`src/rtl/tlc_pkg.sv`:
```
// Shared types and constants of the two-way traffic light controller.
package tlc_pkg;

  localparam int unsigned DUR_W = 7;
  localparam int unsigned TIMER_W = 10;
  localparam logic [DUR_W-1:0] MAX_DURATION = 7'd99;

  // Configuration register indexes.
  localparam logic [1:0] CFG_COUNT_PERIOD = 2'd0;
  localparam logic [1:0] CFG_BLINK_PERIOD = 2'd1;
  localparam logic [1:0] CFG_REPEAT_PERIOD = 2'd2;
  localparam logic [1:0] CFG_SCAN_PERIOD = 2'd3;

  typedef enum logic [2:0] {
    ST_INIT = 3'd0,
    ST_RUN = 3'd1,
    ST_EDIT_RED = 3'd2,
    ST_EDIT_YELLOW = 3'd3,
    ST_EDIT_GREEN = 3'd4,
    ST_INCR = 3'd5,
    ST_AUTO = 3'd6,
    ST_COMMIT = 3'd7
  } state_t;

  typedef enum logic [1:0] {
    COL_RED = 2'd0,
    COL_YELLOW = 2'd1,
    COL_GREEN = 2'd2
  } colour_t;

  // One result beat before the display values are split into digits.
  typedef struct packed {
    state_t mode;
    logic [5:0] lamps;
    logic scan;
    logic [DUR_W-1:0] left_value;
    logic [DUR_W-1:0] right_value;
  } result_t;

  typedef struct packed {
    logic full;
    logic head_valid;
  } fifo_status_t;

endpackage

```
`src/rtl/tlc_if.sv`:
```
// Handshake interfaces for the input and result channels.
interface tlc_in_if;
  logic valid;
  logic ready;
  logic mode_button;
  logic increment_button;
  logic increment_held_long;
  logic commit_button;

  modport source (output valid, mode_button, increment_button, increment_held_long,
                  commit_button, input ready);
  modport sink (input valid, mode_button, increment_button, increment_held_long,
                commit_button, output ready);
endinterface

interface tlc_out_if;
  logic valid;
  logic ready;
  logic [2:0] mode_code;
  logic [2:0] way1_lamps;
  logic [2:0] way2_lamps;
  logic scan_digit;
  logic [3:0] left_tens;
  logic [3:0] left_units;
  logic [3:0] right_tens;
  logic [3:0] right_units;

  modport source (output valid, mode_code, way1_lamps, way2_lamps, scan_digit, left_tens,
                  left_units, right_tens, right_units, input ready);
  modport sink (input valid, mode_code, way1_lamps, way2_lamps, scan_digit, left_tens,
                left_units, right_tens, right_units, output ready);
endinterface

```
`src/rtl/tlc_result_fifo.sv`:
```
// Two-entry result queue that parts the state update from the result channel.
module tlc_result_fifo (
  input  logic                  clk,
  input  logic                  rst,
  input  logic                  push,
  input  tlc_pkg::result_t      push_data,
  input  logic                  pop,
  output tlc_pkg::result_t      head,
  output tlc_pkg::fifo_status_t status
);

  tlc_pkg::result_t entry [2];
  logic             wr_ptr;
  logic             rd_ptr;
  logic [1:0]       fill;

  always_ff @(posedge clk) begin
    if (rst) begin
      wr_ptr <= 1'b0;
      rd_ptr <= 1'b0;
      fill   <= 2'd0;
    end else begin
      if (push) begin
        wr_ptr <= ~wr_ptr;
      end
      if (pop) begin
        rd_ptr <= ~rd_ptr;
      end
      fill <= fill + 2'(push) - 2'(pop);
    end
  end

  always_ff @(posedge clk) begin
    if (push) begin
      entry[wr_ptr] <= push_data;
    end
  end

  assign head              = entry[rd_ptr];
  assign status.full       = (fill == 2'd2);
  assign status.head_valid = (fill != 2'd0);

endmodule

```
`src/rtl/two_way_traffic_light_controller_top.sv`:
```
// Top level of the two-way traffic light controller.
//
// Each input beat is one base tick carrying the debounced button levels; the block answers
// every beat with exactly one result beat giving the mode, both ways' lamp masks, the scanned
// digit and the four display digits. The whole state update for a tick happens in the cycle
// the beat is accepted, so a new beat may be taken every clock cycle; results then pass
// through a two-entry queue, which lets two beats be taken while the result side stalls
// before input ready drops. Each result is queued in the cycle its beat is accepted. The four
// period registers are written through the plain write port and count in base ticks; a period
// of zero behaves as a period of one. After reset the controller sits in its init state and
// loads the default durations (red 5, yellow 2, green 3) on the first tick.
module two_way_traffic_light_controller_top (
  input  logic                          clk,
  input  logic                          rst,
  tlc_in_if.sink                        req,
  tlc_out_if.source                     rsp,
  input  logic                          cfg_we,
  input  logic [1:0]                    cfg_index,
  input  logic [tlc_pkg::TIMER_W-1:0]   cfg_data
);

  localparam int unsigned DW = tlc_pkg::DUR_W;
  localparam int unsigned TW = tlc_pkg::TIMER_W;

  typedef struct packed {
    logic [3:0] tens;
    logic [3:0] units;
  } digits_t;

  // Configuration registers.
  logic [TW-1:0] count_period;
  logic [TW-1:0] blink_period;
  logic [TW-1:0] repeat_period;
  logic [TW-1:0] scan_period;

  // Controller state and its next values.
  tlc_pkg::state_t  state, state_next;
  tlc_pkg::colour_t edit_colour, edit_colour_next;
  logic             mode_latch, mode_latch_next;
  logic             first_done, first_done_next;
  logic [DW-1:0]    committed [3];
  logic [DW-1:0]    committed_next [3];
  logic [DW-1:0]    temp [3];
  logic [DW-1:0]    temp_next [3];
  tlc_pkg::colour_t way1_colour, way1_colour_next;
  tlc_pkg::colour_t way2_colour, way2_colour_next;
  logic [DW-1:0]    way1_count [3];
  logic [DW-1:0]    way1_count_next [3];
  logic [DW-1:0]    way2_count [3];
  logic [DW-1:0]    way2_count_next [3];
  logic [5:0]       lamps, lamps_next;
  logic [TW-1:0]    count_timer, count_timer_next;
  logic [TW-1:0]    blink_timer, blink_timer_next;
  logic [TW-1:0]    repeat_timer, repeat_timer_next;
  logic [TW-1:0]    scan_timer, scan_timer_next;
  logic             scan_index, scan_index_next;

  logic                  accept;
  tlc_pkg::result_t      result;
  tlc_pkg::result_t      head;
  tlc_pkg::fifo_status_t fifo_status;
  tlc_pkg::colour_t      cur;
  tlc_pkg::colour_t      disp_colour;
  digits_t               left_digits;
  digits_t               right_digits;

  function automatic logic [5:0] lamp_bit(input logic way, input tlc_pkg::colour_t col);
    lamp_bit = 6'd1 << (way ? 3'd3 + 3'(col) : 3'(col));
  endfunction

  function automatic tlc_pkg::colour_t next_colour(input tlc_pkg::colour_t col);
    unique case (col)
      tlc_pkg::COL_RED:    next_colour = tlc_pkg::COL_YELLOW;
      tlc_pkg::COL_YELLOW: next_colour = tlc_pkg::COL_GREEN;
      default:             next_colour = tlc_pkg::COL_RED;
    endcase
  endfunction

  function automatic tlc_pkg::colour_t prev_colour(input tlc_pkg::colour_t col);
    unique case (col)
      tlc_pkg::COL_YELLOW: prev_colour = tlc_pkg::COL_RED;
      tlc_pkg::COL_GREEN:  prev_colour = tlc_pkg::COL_YELLOW;
      default:             prev_colour = tlc_pkg::COL_GREEN;
    endcase
  endfunction

  function automatic logic [TW-1:0] tick_down(input logic [TW-1:0] t);
    tick_down = (t == '0) ? '0 : t - TW'(1);
  endfunction

  function automatic logic [DW-1:0] bump(input logic [DW-1:0] v);
    bump = (v >= tlc_pkg::MAX_DURATION) ? DW'(1) : v + DW'(1);
  endfunction

  // Values stay below 100, so a multiply by 103 and a shift by ten give the tens digit.
  function automatic digits_t split_digits(input logic [DW-1:0] v);
    logic [13:0]   prod;
    logic [DW-1:0] rest;
    digits_t       d;
    prod    = 14'(v) * 14'd103;
    d.tens  = prod[13:10];
    rest    = v - DW'(d.tens) * DW'(10);
    d.units = rest[3:0];
    split_digits = d;
  endfunction

  assign accept    = req.valid && req.ready;
  assign req.ready = !fifo_status.full;

  always_ff @(posedge clk) begin
    if (rst) begin
      count_period  <= TW'(100);
      blink_period  <= TW'(25);
      repeat_period <= TW'(50);
      scan_period   <= TW'(25);
    end else if (cfg_we) begin
      unique case (cfg_index)
        tlc_pkg::CFG_COUNT_PERIOD:  count_period  <= cfg_data;
        tlc_pkg::CFG_BLINK_PERIOD:  blink_period  <= cfg_data;
        tlc_pkg::CFG_REPEAT_PERIOD: repeat_period <= cfg_data;
        default:                    scan_period   <= cfg_data;
      endcase
    end
  end

  always_ff @(posedge clk) begin
    if (rst) begin
      state        <= tlc_pkg::ST_INIT;
      edit_colour  <= tlc_pkg::COL_RED;
      mode_latch   <= 1'b0;
      first_done   <= 1'b0;
      committed[0] <= DW'(5);
      committed[1] <= DW'(2);
      committed[2] <= DW'(3);
      temp[0]      <= DW'(5);
      temp[1]      <= DW'(2);
      temp[2]      <= DW'(3);
      way1_colour  <= tlc_pkg::COL_RED;
      way2_colour  <= tlc_pkg::COL_YELLOW;
      way1_count[0] <= DW'(5);
      way1_count[1] <= DW'(2);
      way1_count[2] <= DW'(3);
      way2_count[0] <= DW'(5);
      way2_count[1] <= DW'(2);
      way2_count[2] <= DW'(3);
      lamps        <= '0;
      count_timer  <= '0;
      blink_timer  <= '0;
      repeat_timer <= '0;
      scan_timer   <= '0;
      scan_index   <= 1'b0;
    end else if (accept) begin
      state        <= state_next;
      edit_colour  <= edit_colour_next;
      mode_latch   <= mode_latch_next;
      first_done   <= first_done_next;
      committed    <= committed_next;
      temp         <= temp_next;
      way1_colour  <= way1_colour_next;
      way2_colour  <= way2_colour_next;
      way1_count   <= way1_count_next;
      way2_count   <= way2_count_next;
      lamps        <= lamps_next;
      count_timer  <= count_timer_next;
      blink_timer  <= blink_timer_next;
      repeat_timer <= repeat_timer_next;
      scan_timer   <= scan_timer_next;
      scan_index   <= scan_index_next;
    end
  end

  // One tick of the controller: timers count down first, then the state machine steps.
  always_comb begin
    state_next        = state;
    edit_colour_next  = edit_colour;
    mode_latch_next   = mode_latch;
    first_done_next   = first_done;
    committed_next    = committed;
    temp_next         = temp;
    way1_colour_next  = way1_colour;
    way2_colour_next  = way2_colour;
    way1_count_next   = way1_count;
    way2_count_next   = way2_count;
    lamps_next        = lamps;
    count_timer_next  = tick_down(count_timer);
    blink_timer_next  = tick_down(blink_timer);
    repeat_timer_next = tick_down(repeat_timer);
    scan_timer_next   = tick_down(scan_timer);
    scan_index_next   = scan_index;
    cur               = edit_colour;

    unique case (state)
      tlc_pkg::ST_INIT: begin
        temp_next        = committed;
        way1_count_next  = committed;
        way2_count_next  = committed;
        way1_colour_next = tlc_pkg::COL_RED;
        way2_colour_next = tlc_pkg::COL_YELLOW;
        lamps_next       = lamp_bit(1'b0, tlc_pkg::COL_RED)
                         | lamp_bit(1'b1, tlc_pkg::COL_YELLOW);
        scan_index_next  = 1'b0;
        scan_timer_next  = scan_period;
        count_timer_next = count_period;
        state_next       = tlc_pkg::ST_RUN;
      end
      tlc_pkg::ST_RUN: begin
        if (scan_timer_next == '0) begin
          scan_timer_next = scan_period;
          scan_index_next = ~scan_index;
        end
        if (count_timer_next == '0) begin
          count_timer_next = count_period;
          if (way1_count[way1_colour] <= DW'(1)) begin
            way1_count_next[way1_colour] = committed[way1_colour];
            way1_colour_next             = next_colour(way1_colour);
          end else begin
            way1_count_next[way1_colour] = way1_count[way1_colour] - DW'(1);
          end
          if (way2_count[way2_colour] <= DW'(1)) begin
            way2_count_next[way2_colour] = committed[way2_colour];
            way2_colour_next             = next_colour(way2_colour);
          end else begin
            way2_count_next[way2_colour] = way2_count[way2_colour] - DW'(1);
          end
          lamps_next = (lamps_next | lamp_bit(1'b0, way1_colour_next))
                     & ~lamp_bit(1'b0, prev_colour(way1_colour_next));
          lamps_next = (lamps_next | lamp_bit(1'b1, way2_colour_next))
                     & ~lamp_bit(1'b1, prev_colour(way2_colour_next));
        end
        if (!mode_latch) begin
          if (req.mode_button) begin
            state_next       = tlc_pkg::ST_EDIT_RED;
            mode_latch_next  = 1'b1;
            blink_timer_next = blink_period;
            temp_next        = committed;
            lamps_next       = '0;
          end
        end else if (!req.mode_button) begin
          mode_latch_next = 1'b0;
        end
      end
      tlc_pkg::ST_EDIT_RED, tlc_pkg::ST_EDIT_YELLOW, tlc_pkg::ST_EDIT_GREEN: begin
        cur = tlc_pkg::colour_t'(2'(state - tlc_pkg::ST_EDIT_RED));
        if (blink_timer_next == '0) begin
          blink_timer_next = blink_period;
          lamps_next       = lamps ^ (lamp_bit(1'b0, cur) | lamp_bit(1'b1, cur));
        end
        if (scan_timer_next == '0) begin
          scan_timer_next = scan_period;
          scan_index_next = ~scan_index;
        end
        if (!mode_latch) begin
          if (req.mode_button) begin
            state_next      = (cur == tlc_pkg::COL_GREEN) ? tlc_pkg::ST_INIT
                                                          : tlc_pkg::state_t'(state + 3'd1);
            mode_latch_next = 1'b1;
            lamps_next      = '0;
          end
        end else if (!req.mode_button) begin
          mode_latch_next = 1'b0;
        end
        // Commit overrides a mode press, and an increment overrides both.
        if (req.commit_button) begin
          state_next       = tlc_pkg::ST_COMMIT;
          edit_colour_next = cur;
        end
        if (req.increment_button) begin
          state_next       = tlc_pkg::ST_INCR;
          edit_colour_next = cur;
          first_done_next  = 1'b0;
        end
      end
      tlc_pkg::ST_INCR: begin
        if (blink_timer_next == '0) begin
          blink_timer_next = blink_period;
          lamps_next       = lamps ^ (lamp_bit(1'b0, cur) | lamp_bit(1'b1, cur));
        end
        if (scan_timer_next == '0) begin
          scan_timer_next = scan_period;
          scan_index_next = ~scan_index;
        end
        if (req.increment_held_long) begin
          state_next        = tlc_pkg::ST_AUTO;
          repeat_timer_next = repeat_period;
        end else if (!req.increment_button) begin
          state_next = tlc_pkg::state_t'(tlc_pkg::ST_EDIT_RED + 3'(cur));
        end
        if (!first_done) begin
          temp_next[cur]  = bump(temp[cur]);
          first_done_next = 1'b1;
        end
      end
      tlc_pkg::ST_AUTO: begin
        if (blink_timer_next == '0) begin
          blink_timer_next = blink_period;
          lamps_next       = lamps ^ (lamp_bit(1'b0, cur) | lamp_bit(1'b1, cur));
        end
        if (scan_timer_next == '0) begin
          scan_timer_next = scan_period;
          scan_index_next = ~scan_index;
        end
        if (!req.increment_button) begin
          state_next = tlc_pkg::state_t'(tlc_pkg::ST_EDIT_RED + 3'(cur));
        end
        if (repeat_timer_next == '0) begin
          repeat_timer_next = repeat_period;
          temp_next[cur]    = bump(temp[cur]);
        end
      end
      default: begin
        committed_next[cur] = temp[cur];
        if (!req.commit_button) begin
          state_next = tlc_pkg::state_t'(tlc_pkg::ST_EDIT_RED + 3'(cur));
        end
      end
    endcase
  end

  // The display follows the state left by this tick.
  always_comb begin
    result.mode  = state_next;
    result.lamps = lamps_next;
    result.scan  = scan_index_next;
    disp_colour  = edit_colour_next;
    if (state_next == tlc_pkg::ST_EDIT_RED || state_next == tlc_pkg::ST_EDIT_YELLOW ||
        state_next == tlc_pkg::ST_EDIT_GREEN) begin
      disp_colour = tlc_pkg::colour_t'(2'(state_next - tlc_pkg::ST_EDIT_RED));
    end
    unique case (state_next)
      tlc_pkg::ST_INIT: begin
        result.left_value  = '0;
        result.right_value = '0;
      end
      tlc_pkg::ST_RUN: begin
        result.left_value  = way1_count_next[way1_colour_next];
        result.right_value = way2_count_next[way2_colour_next];
      end
      default: begin
        result.left_value  = DW'(tlc_pkg::ST_EDIT_RED) + DW'(disp_colour);
        result.right_value = temp_next[disp_colour];
      end
    endcase
  end

  tlc_result_fifo u_fifo (
    .clk       (clk),
    .rst       (rst),
    .push      (accept),
    .push_data (result),
    .pop       (rsp.valid && rsp.ready),
    .head      (head),
    .status    (fifo_status)
  );

  assign left_digits  = split_digits(head.left_value);
  assign right_digits = split_digits(head.right_value);

  assign rsp.valid       = fifo_status.head_valid;
  assign rsp.mode_code   = head.mode;
  assign rsp.way1_lamps  = head.lamps[2:0];
  assign rsp.way2_lamps  = head.lamps[5:3];
  assign rsp.scan_digit  = head.scan;
  assign rsp.left_tens   = left_digits.tens;
  assign rsp.left_units  = left_digits.units;
  assign rsp.right_tens  = right_digits.tens;
  assign rsp.right_units = right_digits.units;

endmodule

```
`src/flat_wrapper.sv`:
```
// flat-port wrapper written by rule: the top's interface ports become plain ports
module two_way_traffic_light_controller_top_flat 
  (clk, rst, cfg_we, cfg_index, cfg_data, req_valid, req_mode_button, req_increment_button, req_increment_held_long, req_commit_button, req_ready, rsp_valid, rsp_mode_code, rsp_way1_lamps, rsp_way2_lamps, rsp_scan_digit, rsp_left_tens, rsp_left_units, rsp_right_tens, rsp_right_units, rsp_ready);
  tlc_in_if req_i ();
  tlc_out_if rsp_i ();
  input  logic clk;
  input  logic rst;
  input  logic cfg_we;
  input  logic [1:0] cfg_index;
  input  logic [tlc_pkg::TIMER_W-1:0] cfg_data;
  input wire logic [$bits(req_i.valid)-1:0] req_valid;
  input wire logic [$bits(req_i.mode_button)-1:0] req_mode_button;
  input wire logic [$bits(req_i.increment_button)-1:0] req_increment_button;
  input wire logic [$bits(req_i.increment_held_long)-1:0] req_increment_held_long;
  input wire logic [$bits(req_i.commit_button)-1:0] req_commit_button;
  output wire logic [$bits(req_i.ready)-1:0] req_ready;
  output wire logic [$bits(rsp_i.valid)-1:0] rsp_valid;
  output wire logic [$bits(rsp_i.mode_code)-1:0] rsp_mode_code;
  output wire logic [$bits(rsp_i.way1_lamps)-1:0] rsp_way1_lamps;
  output wire logic [$bits(rsp_i.way2_lamps)-1:0] rsp_way2_lamps;
  output wire logic [$bits(rsp_i.scan_digit)-1:0] rsp_scan_digit;
  output wire logic [$bits(rsp_i.left_tens)-1:0] rsp_left_tens;
  output wire logic [$bits(rsp_i.left_units)-1:0] rsp_left_units;
  output wire logic [$bits(rsp_i.right_tens)-1:0] rsp_right_tens;
  output wire logic [$bits(rsp_i.right_units)-1:0] rsp_right_units;
  input wire logic [$bits(rsp_i.ready)-1:0] rsp_ready;
  assign req_i.valid = req_valid;
  assign req_i.mode_button = req_mode_button;
  assign req_i.increment_button = req_increment_button;
  assign req_i.increment_held_long = req_increment_held_long;
  assign req_i.commit_button = req_commit_button;
  assign req_ready = req_i.ready;
  assign rsp_valid = rsp_i.valid;
  assign rsp_mode_code = rsp_i.mode_code;
  assign rsp_way1_lamps = rsp_i.way1_lamps;
  assign rsp_way2_lamps = rsp_i.way2_lamps;
  assign rsp_scan_digit = rsp_i.scan_digit;
  assign rsp_left_tens = rsp_i.left_tens;
  assign rsp_left_units = rsp_i.left_units;
  assign rsp_right_tens = rsp_i.right_tens;
  assign rsp_right_units = rsp_i.right_units;
  assign rsp_i.ready = rsp_ready;
  two_way_traffic_light_controller_top u_core (.clk(clk), .rst(rst), .req(req_i), .rsp(rsp_i), .cfg_we(cfg_we), .cfg_index(cfg_index), .cfg_data(cfg_data));
endmodule
```
`config.mk`:
```
export PLATFORM = sky130hd
export DESIGN_NAME = two_way_traffic_light_controller_top_flat
export DESIGN_NICKNAME = d
export VERILOG_FILES = /design/src/rtl/tlc_pkg.sv /design/src/rtl/tlc_if.sv /design/src/rtl/tlc_result_fifo.sv /design/src/rtl/two_way_traffic_light_controller_top.sv /design/src/flat_wrapper.sv
export SDC_FILE = /design/constraint.sdc
export NUM_CORES = 1
export LEC_CHECK = 0
export BUFFER_PORTS_ARGS = -buffer_cell sky130_fd_sc_hd__buf_2
export CORE_AREA = 2 2 265 267
export CTS_CLUSTER_SIZE = 30
export DETAILED_ROUTE_END_ITERATION = 7
export DIE_AREA = 0 0 267 269
export GPL_TIMING_DRIVEN = 0
export SYNTH_ARGS = -nofsm -noshare
export SYNTH_HDL_FRONTEND = slang
export SYNTH_SLANG_ARGS = --single-unit
```
`constraint.sdc`:
```
create_clock -name clk -period 9.9 [get_ports clk]
set_input_delay 1.98 -clock clk [delete_from_list [all_inputs] [get_ports clk]]
set_output_delay 1.98 -clock clk [all_outputs]
set_load 0.02 [all_outputs]
```
After elaboration in Yosys (flattened, before gate mapping). Memories as Yosys holds them, arrays and structs flattened. A register that Yosys moved wholly into a read port is not among the register bits. Index checks and enable logic that the tools add are counted. Widths: inputs -> output; s select.

Bits in writable memories: 48. Input bits: 21. Memories kept: 1. Register bits: 186. Logic and storage cells: 269.

Memories: u_core.u_fifo.entry (words 2, width 24, read ports 1, clocked after memory_dff 1, wr ports 1, RTL line tlc_result_fifo.sv:12) `tlc_pkg::result_t entry [2];`.

Multipliers: 4. Order comparisons: 12. Reductions and logical operators: 37. Mux-type cells: 114. Shift-type cells: 8. Bitwise logic cells: 21. $add $sub $neg: 20. Equality and inequality tests: 21.

Operators by type and width (number): $mux 21 (8); $mux 7 (20); $bwmux 21 (6); $bmux 7 s2 (8); $mux 10 (11); $pmux 21 s2 (2); $pmux 21 s4 (1); $logic_not 10->1 (8); $pmux 10 s2 (4); $demux 7 s2 (3); $mux 6 (7); $sub 10x1->10 const B (4); $mux 2 (16); $mux 3 (10); $mul 7x7->14 const B (2); $pmux 14 s2 (1); $or 6x6->6 (4); $pmux 2 s2 (6); $pmux 6 s4 (1); $shl 1x2->6 const A (4); $shl 1x3->6 const A (4); $add 2x2->3 const A (6); $ge 3x3->1 const B (6); $not 2->3 (6); other kinds (38) (89).

Logic depth before layout (Yosys ltp). Gate-level depths: netlist of run 1.

Depth after elaboration: 21. Mapped depth: 20. Mapped depth without buffers: 18.

By module. A second synthesis of run 1 with hierarchy kept.

Cell total of the unflattened synthesis: 2007. Area, all modules: 16713.5 µm².

By module, submodules not included: two_way_traffic_light_controller_top (instances 1, cells an instance 1911, area an instance 14656.6 µm², seq. area each 3643.5 µm²); tlc_result_fifo (instances 1, cells an instance 96, area an instance 2057.0 µm², seq. area each 1541.5 µm²).

Least setup slack after synthesis of run 1. Ideal clock, no wire load.

Path kind: flip-flop to output port. Start point: reg with a tool-made name. End point: out rsp_left_units[3]. Slack: 2.581 ns. Stages on the path, launching flop included: 20. Path buffers: 2. Arrival: 5.339 ns. Required time: 7.920 ns. Cells stage by stage: dfxtp_1 -> clkbuf_1 -> clkbuf_1 -> mux2i_1 -> inv_1 -> ha_1 -> inv_1 -> fa_1 -> inv_1 -> fa_1 -> ha_1 -> ha_1 -> inv_1 -> o21ai_0 -> nand2_1 -> xnor2_1 -> ha_1 -> fa_1 -> xnor3_1 -> xnor2_1.

RTL lines: end, declared (RTL line flat_wrapper.sv:23) `output wire logic [$bits(rsp_i.left_units)-1:0] rsp_left_units;`.

==> run_results.csv, run 1 <==
group,metric,value,unit
layout,insertedDiodeCount,0,
detailed_routing,drt_iter0_drc,2129,
timing,hold_viol,0,
power_and_ir_drop,combPwrFrac,0.703,
detailed_routing,drc,0,
synth,yosysWarnings,0,
detailed_routing,first_pass_iters,6,
synth,synth_compound_area_frac,0.258,
clock_tree,cts_tree,"built",
detailed_routing,vias,17300,
clock_tree,hold_buffers,0,
timing,setup_viol,0,
clock_tree,insertion_delay,0.60,ns
clock_tree,ctsHtreeMaxLevel,1,
die,initial_core_util,0.247,
power_and_ir_drop,internal-power,0.00410,W
layout,fin_cells,3162,
power_and_ir_drop,power_switching_share,0.516,
synth,post-synth-top-count-cell,"nand2_1",
detailed_routing,antenna_left,0,
hold_path,hp-class,"flip-flop to flip-flop",
placement,dp_cells,3108,
grt,grt_pass1_wl,104000,um
timing,worstMarginPinSlew,1.64,ns
timing,relSlewSlack,-0.0902,
die,die_h,269,um
job,max-cap-violations,0,
detailed_routing,highest_layer,"met5",
critical_path,crit_path_max_incr_delay,0.63,ns
synth,synth_nets,2274,
die,die_area,71800,um2
detailed_routing,met3_wirelength,7090,um
power_and_ir_drop,p_total,0.00847,W
timing,drv_slew,9,
detailed_routing,avgRoutedWirePerCell,22.3,um
critical_path,cp.arrival,6.43,ns
detailed_routing,wl_met2,29200,um
power_and_ir_drop,max-vdd-ir-drop,1.03,mV
grt,grt_pass1_vias,16200,
synth,synth_fa_ha_area_frac,0.104,
synth,ys_seq_elements,235,
status,status,"finished, violations left",
synth,synth_top_area_frac,0.219,
status,violations,"max-slew violations",
synth,synth_simple_gate_area_share,0.210,
grt,groute.usage.overall,0.192,
critical_path,critical_path_class,"flip-flop to primary output",
synth,yosys-top-cells-count,"nand2_1, nor2_1, dfxtp_1",
synth,synthTopCellsByArea,"dfxtp_1, edfxtp_1, ha_1",
synth,async_flop_share,0,
die,die_width,267,um
clock_tree,path_clk_slew,0.06,ns
critical_path,startpoint_type,"flip-flop",
die,rows,97,
synth,syn_inst,2122,
power_and_ir_drop,clockPowerShare,0.136,
placement,port_buffers,45,
layout,fin_nets,2351,
grt,grt_overflow,0,
placement,gp_congestion,1.04,
placement,dpl_cell_area,18500,um2
die,core-area,69300,um2
synth,avgSynthCellArea,8.07,um2
detailed_routing,drt-met1-wl,29700,um
critical_path,cp_num_buf_inv,6,
synth,ys_seq_area_frac,0.303,
power_and_ir_drop,p_per_area,433,nW/um2
layout,syn2layout_area_growth,14.2,%
detailed_routing,routed_wl,70400,um
synth,synth_xor_xnor_area_share,0.0236,
clock_tree,clock_sinks,235,
timing,rsz0062_at_grt,"false",
layout,drive_gt1_frac,0.0855,
critical_path,crit_fanout,10,
clock_tree,cts_setup_buffers,0,
critical_path,crit_chain,"clkbuf_1 -> clkbuf_1 -> mux2i_1 -> inv_1 -> ha_1 -> ha_1 -> inv_1 -> fa_1 -> fa_1 -> inv_1 -> ha_1 -> a21oi_1 -> o21ai_0 -> nand2_1 -> xnor2_1 -> ha_1 -> fa_1 -> xnor3_1 -> xnor2_1 -> buf_2",
timing,fmax,0.119,GHz
synth,synth_top_area_cell,"dfxtp_1",
critical_path,cp_slowest_cell,"clkbuf_1",
clock_tree,cts_buffers,29,
clock_tree,cts_root_buf,"clkbuf_16",
critical_path,cp_data_required_time,7.92,ns
placement,dp_hpwl,53100,um
layout,fin_area,19500,um2
clock_tree,ctsLongestPathBuffers,3,
die,ios,49,
timing,fin_crit_sh,0.850,
grt,grt_max_degree,25,
power_and_ir_drop,power_leakage,7.38,nW
critical_path,critPathTopFamily,"adder cells",
synth,synth.area.mux_share,0.0502,
clock_tree,cts_resized,0,
detailed_routing,viasPerCell,5.47,
synth,mappedNetlistArea,17100,um2
critical_path,path_common_cell,"ha_1",
synth,synth_edf_count,48,
synth,ys_types,106,
critical_path,crit_path_end_kind,"primary output",
synth,ys.flop_type,"dfxtp_1",
power_and_ir_drop,pwr-share-seq,0.161,
grt,antenna_found_initial,1,
synth,synth_top_family_by_area,"compound AO/OA/AOI/OAI gates",
timing,fin_tns_setup,0,ns
power_and_ir_drop,net-switching-power,0.00437,W
timing,fin_crit,8.41,ns
timing,fin_skew,0.0401,ns
[power by group through the flow]
stage | registers (W) | clock network (W) | logic [W]
2_1_floorplan | 0.00132 | 0 | 0.00422
3_3_place_gp | 0.00138 | 0 | 0.00584
3_5_place_dp | 0.00138 | 0 | 0.00588
4_1_cts | 0.00136 | 0.00116 | 0.00591
5_1_grt | 0.00138 | 0.00120 | 0.00658
6_report | 0.00137 | 0.00115 | 0.00595
[per-stage QoR]
step	hold WS [ns]	util	worst slack, ns
after CTS	0.460	0.282	1.30
after global routing	0.476	0.282	0.994
final	0.456	0.282	1.49
after global placement	0.445	0.267	1.95
after detailed placement	0.452	0.268	1.95
after floorplan	0.436	-	2.58
[cell usage in the layout, fill, tap and decap left out, types with 21 or more instances in the layout]
cell type | synthesis | final
mux2i_1 | 63 | 63
ha_1 | 113 | 113
a221oi_1 | 23 | 23
clkbuf_16 | 0 | 29
clkbuf_1 | 98 | 106
nor3_1 | 52 | 51
nand3_1 | 48 | 48
and3_1 | 24 | 23
nand2b_1 | 31 | 31
edfxtp_1 | 48 | 48
a21oi_1 | 153 | 153
dfxtp_1 | 187 | 187
nand2_1 | 276 | 276
buf_2 | 21 | 66
a211oi_1 | 71 | 71
nor2_1 | 217 | 216
a31oi_1 | 26 | 26
inv_1 | 88 | 88
xnor2_1 | 35 | 35
o211ai_1 | 43 | 43
a21o_1 | 21 | 21
o21ai_0 | 101 | 101
[worst min-delay path, delay by kind of cell, from the launching register on]
family	cells	cell delay, ns
DFF	1	0.31
and+or+nand+nor	1	0.05
AOI/OAI and AO/OA	1	0.05
[metal layers]
metal,track usage,up-vias
met4,0.104,2
met5,0,-
met1,0.256,8171
li1,-,7937
met3,0.0366,223
met2,0.291,959
[cell type report]
cell class              count  area, um2
plain buffers             138        559
clock buffers              37        756
clock inverters            17        243
fillers                  7570      49800
inverters                  90        338
multi-input cells        1659      11100
flip-flops and latches    235       5180
well taps                 940       1180
repair buffers             46        240
[worst paths after layout]
path         cells after the start                             endpoint  slack (ns)                                 from
max                             20                    rsp_left_units[3]        1.49                            flip-flop
min                              2  u_core.blink_period[5]$_SDFFE_PP0P_        0.46  u_core.blink_period[5]$_SDFFE_PP0P_
max reg2reg                     14  u_core.u_fifo.entry[0][4]$_DFFE_PP_        4.06         u_core.state[1]$_SDFFE_PP0P_
min reg2reg                      2  u_core.blink_period[5]$_SDFFE_PP0P_        0.46  u_core.blink_period[5]$_SDFFE_PP0P_
[flip-flops by register name, indices dropped and copies added (netlist names), 10 cells and up, named ones only]
register              cells
u_core.u_fifo.entry      48
u_core.committed         21
u_core.temp              21
u_core.way1_count        21
u_core.way2_count        21
u_core.blink_period      10
u_core.blink_timer       10
u_core.count_period      10
u_core.count_timer       10
u_core.repeat_period     10
u_core.repeat_timer      10
u_core.scan_period       10
u_core.scan_timer        10
[kinds of logic after synthesis]
logic type,Yosys count
multiplexers,83
AO/OA/AOI/OAI,637
XOR/XNOR,43
flip-flops,235
adder cells (fa/ha/maj),131
buffers and inverters,228
AND/OR/NAND/NOR,765
Note: power is estimated with default switching activity, not from simulation.
==> run 2: changes to the inputs <==
- clock period: 9.9 -> 8.1 ns (I/O delays scaled with it)
==> run_results.csv, run 2 (synthesis results as in run 1) <==
group,metric,value,unit
status,status,"finished, violations left",
status,violations,"max-slew violations",
critical_path,cp_num_buf_inv,5,
detailed_routing,drt_iter0_drc,2074,
clock_tree,ctsHtreeMaxLevel,1,
timing,relSlewSlack,-0.0933,
layout,fin_nets,2350,
job,max-cap-violations,0,
power_and_ir_drop,clockPowerShare,0.136,
critical_path,crit_path_max_incr_delay,0.57,ns
layout,syn2layout_area_growth,14.2,%
layout,largest_register_ff_count,48,
critical_path,startpoint_type,"flip-flop",
layout,nFillCells,7569,
timing,fin_skew,0.0436,ns
timing,worstMarginPinSlew,1.64,ns
critical_path,cp.arrival,6.03,ns
clock_tree,ctsLongestPathBuffers,3,
layout,fin_cells,3161,
grt,grt_pass1_vias,16200,
timing,fmax,0.131,GHz
grt,groute.usage.overall,0.192,
critical_path,r2r-end,"u_core.u_fifo.entry[0][4]$_DFFE_PP_",
timing,setup_viol,0,
die,die_width,267,um
die,die_area,71800,um2
die,ios,49,
die,initial_core_util,0.247,
layout,insertedDiodeCount,0,
critical_path,critPathTopFamily,"adder cells",
timing,rsz0062_at_grt,"false",
die,rows,97,
detailed_routing,drc,0,
clock_tree,cts_buffers,29,
detailed_routing,first_pass_iters,6,
clock_tree,insertion_delay,0.60,ns
placement,port_buffers,45,
layout,final_cell_mix,"nand2_1, nor2_1, dfxtp_1",
clock_tree,cts_root_buf,"clkbuf_16",
critical_path,crit_path_end_kind,"primary output",
placement,dp_cells,3108,
critical_path,crit_chain,"buf_2 -> mux2i_1 -> inv_1 -> ha_1 -> ha_1 -> inv_1 -> fa_1 -> fa_1 -> inv_1 -> ha_1 -> a21oi_1 -> o21ai_0 -> nand2_1 -> xnor2_1 -> ha_1 -> fa_1 -> xnor3_1 -> xnor2_1 -> buf_2",
die,die_h,269,um
timing,hold_viol,0,
layout,layout_commonest_cell,"nand2_1",
grt,grt_pass1_wl,104000,um
layout,drive_gt1_frac,0.0864,
grt,grt_overflow,0,
timing,fin_crit,7.65,ns
detailed_routing,routed_wl,70400,um
critical_path,cp_slowest_cell,"dfxtp_1",
critical_path,cp_data_required_time,6.48,ns
clock_tree,clock_sinks,235,
clock_tree,cts_tree,"built",
power_and_ir_drop,pwr-share-seq,0.162,
die,core-area,69300,um2
clock_tree,hold_buffers,0,
detailed_routing,antenna_left,0,
power_and_ir_drop,power_switching_share,0.516,
power_and_ir_drop,combPwrFrac,0.702,
detailed_routing,avgRoutedWirePerCell,22.3,um
power_and_ir_drop,p_per_area,529,nW/um2
hold_path,hp-class,"flip-flop to flip-flop",
critical_path,r2r-start,"u_core.state[1]$_SDFFE_PP0P_",
hold_path,whs_path_depth,2,
hold_path,min_from,"u_core.repeat_period[0]$_SDFFE_PP0P_",
critical_path,crit_fanout,10,
hold_path,hold_end,"u_core.repeat_period[0]$_SDFFE_PP0P_",
grt,grt_max_degree,25,
detailed_routing,vias,17400,
layout,top_register,"u_core.u_fifo.entry",
grt,antenna_found_initial,1,
power_and_ir_drop,net-switching-power,0.00534,W
critical_path,critical_path_class,"flip-flop to primary output",
placement,gp_congestion,1.04,
timing,fin_crit_sh,0.944,
critical_path,path_common_cell,"ha_1",
power_and_ir_drop,internal-power,0.00501,W
power_and_ir_drop,max-vdd-ir-drop,1.26,mV
timing,fin_tns_setup,0,ns
clock_tree,path_clk_slew,0.06,ns
critical_path,r2r_cells,14,
clock_tree,cts_resized,2,
power_and_ir_drop,power_leakage,7.39,nW
critical_path,timing.reg2reg.setup_slack,2.21,ns
detailed_routing,viasPerCell,5.49,
timing,drv_slew,9,
placement,dp_hpwl,53100,um
clock_tree,cts_setup_buffers,0,
==> run 2: power groups by stage <==
stage	Sequential, W	Combinational, W	Clock, W
finish	0.00167	0.00727	0.00141
global route	0.00170	0.00803	0.00147
CTS	0.00166	0.00723	0.00142
detailed placement	0.00168	0.00719	0
global placement	0.00168	0.00713	0
floorplan	0.00162	0.00516	0
==> run 2: tightest hold or removal path: cells and delay by family (launching register included) <==
family / cells / cell delay (ns)
simple gates: 1 / 0.05
compound gates: 1 / 0.05
flops: 1 / 0.31
==> run 2: area by class of cell <==
type / instances / area (um2) / share of cell area
Sequential cell: 235 / 5180 / 0.265
Inverter: 90 / 338 / 0.0173
Buffer: 137 / 558 / 0.0285
Clock inverter: 17 / 243 / 0.0124
Clock buffer: 37 / 756 / 0.0387
Tap cell: 940 / 1180 / 0.0602
Timing Repair Buffer: 46 / 240 / 0.0123
Multi-Input combinational cell: 1659 / 11100 / 0.565
==> run 2: how the worst max path moves through the flow <==
stage / cells after the start / startpoint / end
3_3_place_gp: 18 / flip-flop / rsp_right_units[3]
5_1_grt: 18 / flip-flop / rsp_right_units[3]
4_1_cts: 18 / flip-flop / rsp_right_units[3]
3_5_place_dp: 18 / flip-flop / rsp_right_units[3]
2_1_floorplan: 19 / flip-flop / rsp_left_units[3]
6_report: 19 / flip-flop / rsp_left_units[3]
==> run 2: metrics by stage <==
step	total power [W]	hold WS, ns	worst slack [ns]	instance area, um2	utilization
after floorplan	0.00677	0.436	1.14	17100	-
after global placement	0.00882	0.445	0.513	18500	0.267
after detailed placement	0.00887	0.452	0.509	18500	0.268
after CTS	0.0103	0.460	0.111	19500	0.282
after global routing	0.0112	0.476	0.0162	19500	0.282
final	0.0103	0.458	0.454	19500	0.282
==> run 2: routing by layer <==
layer  vias up  GRT usage  share of wire
met2       951      0.291           0.41
met5         -          0        0.00020
li1       7937          -              -
met3       226     0.0366           0.10
met4         2      0.104          0.061
met1      8235      0.256           0.42
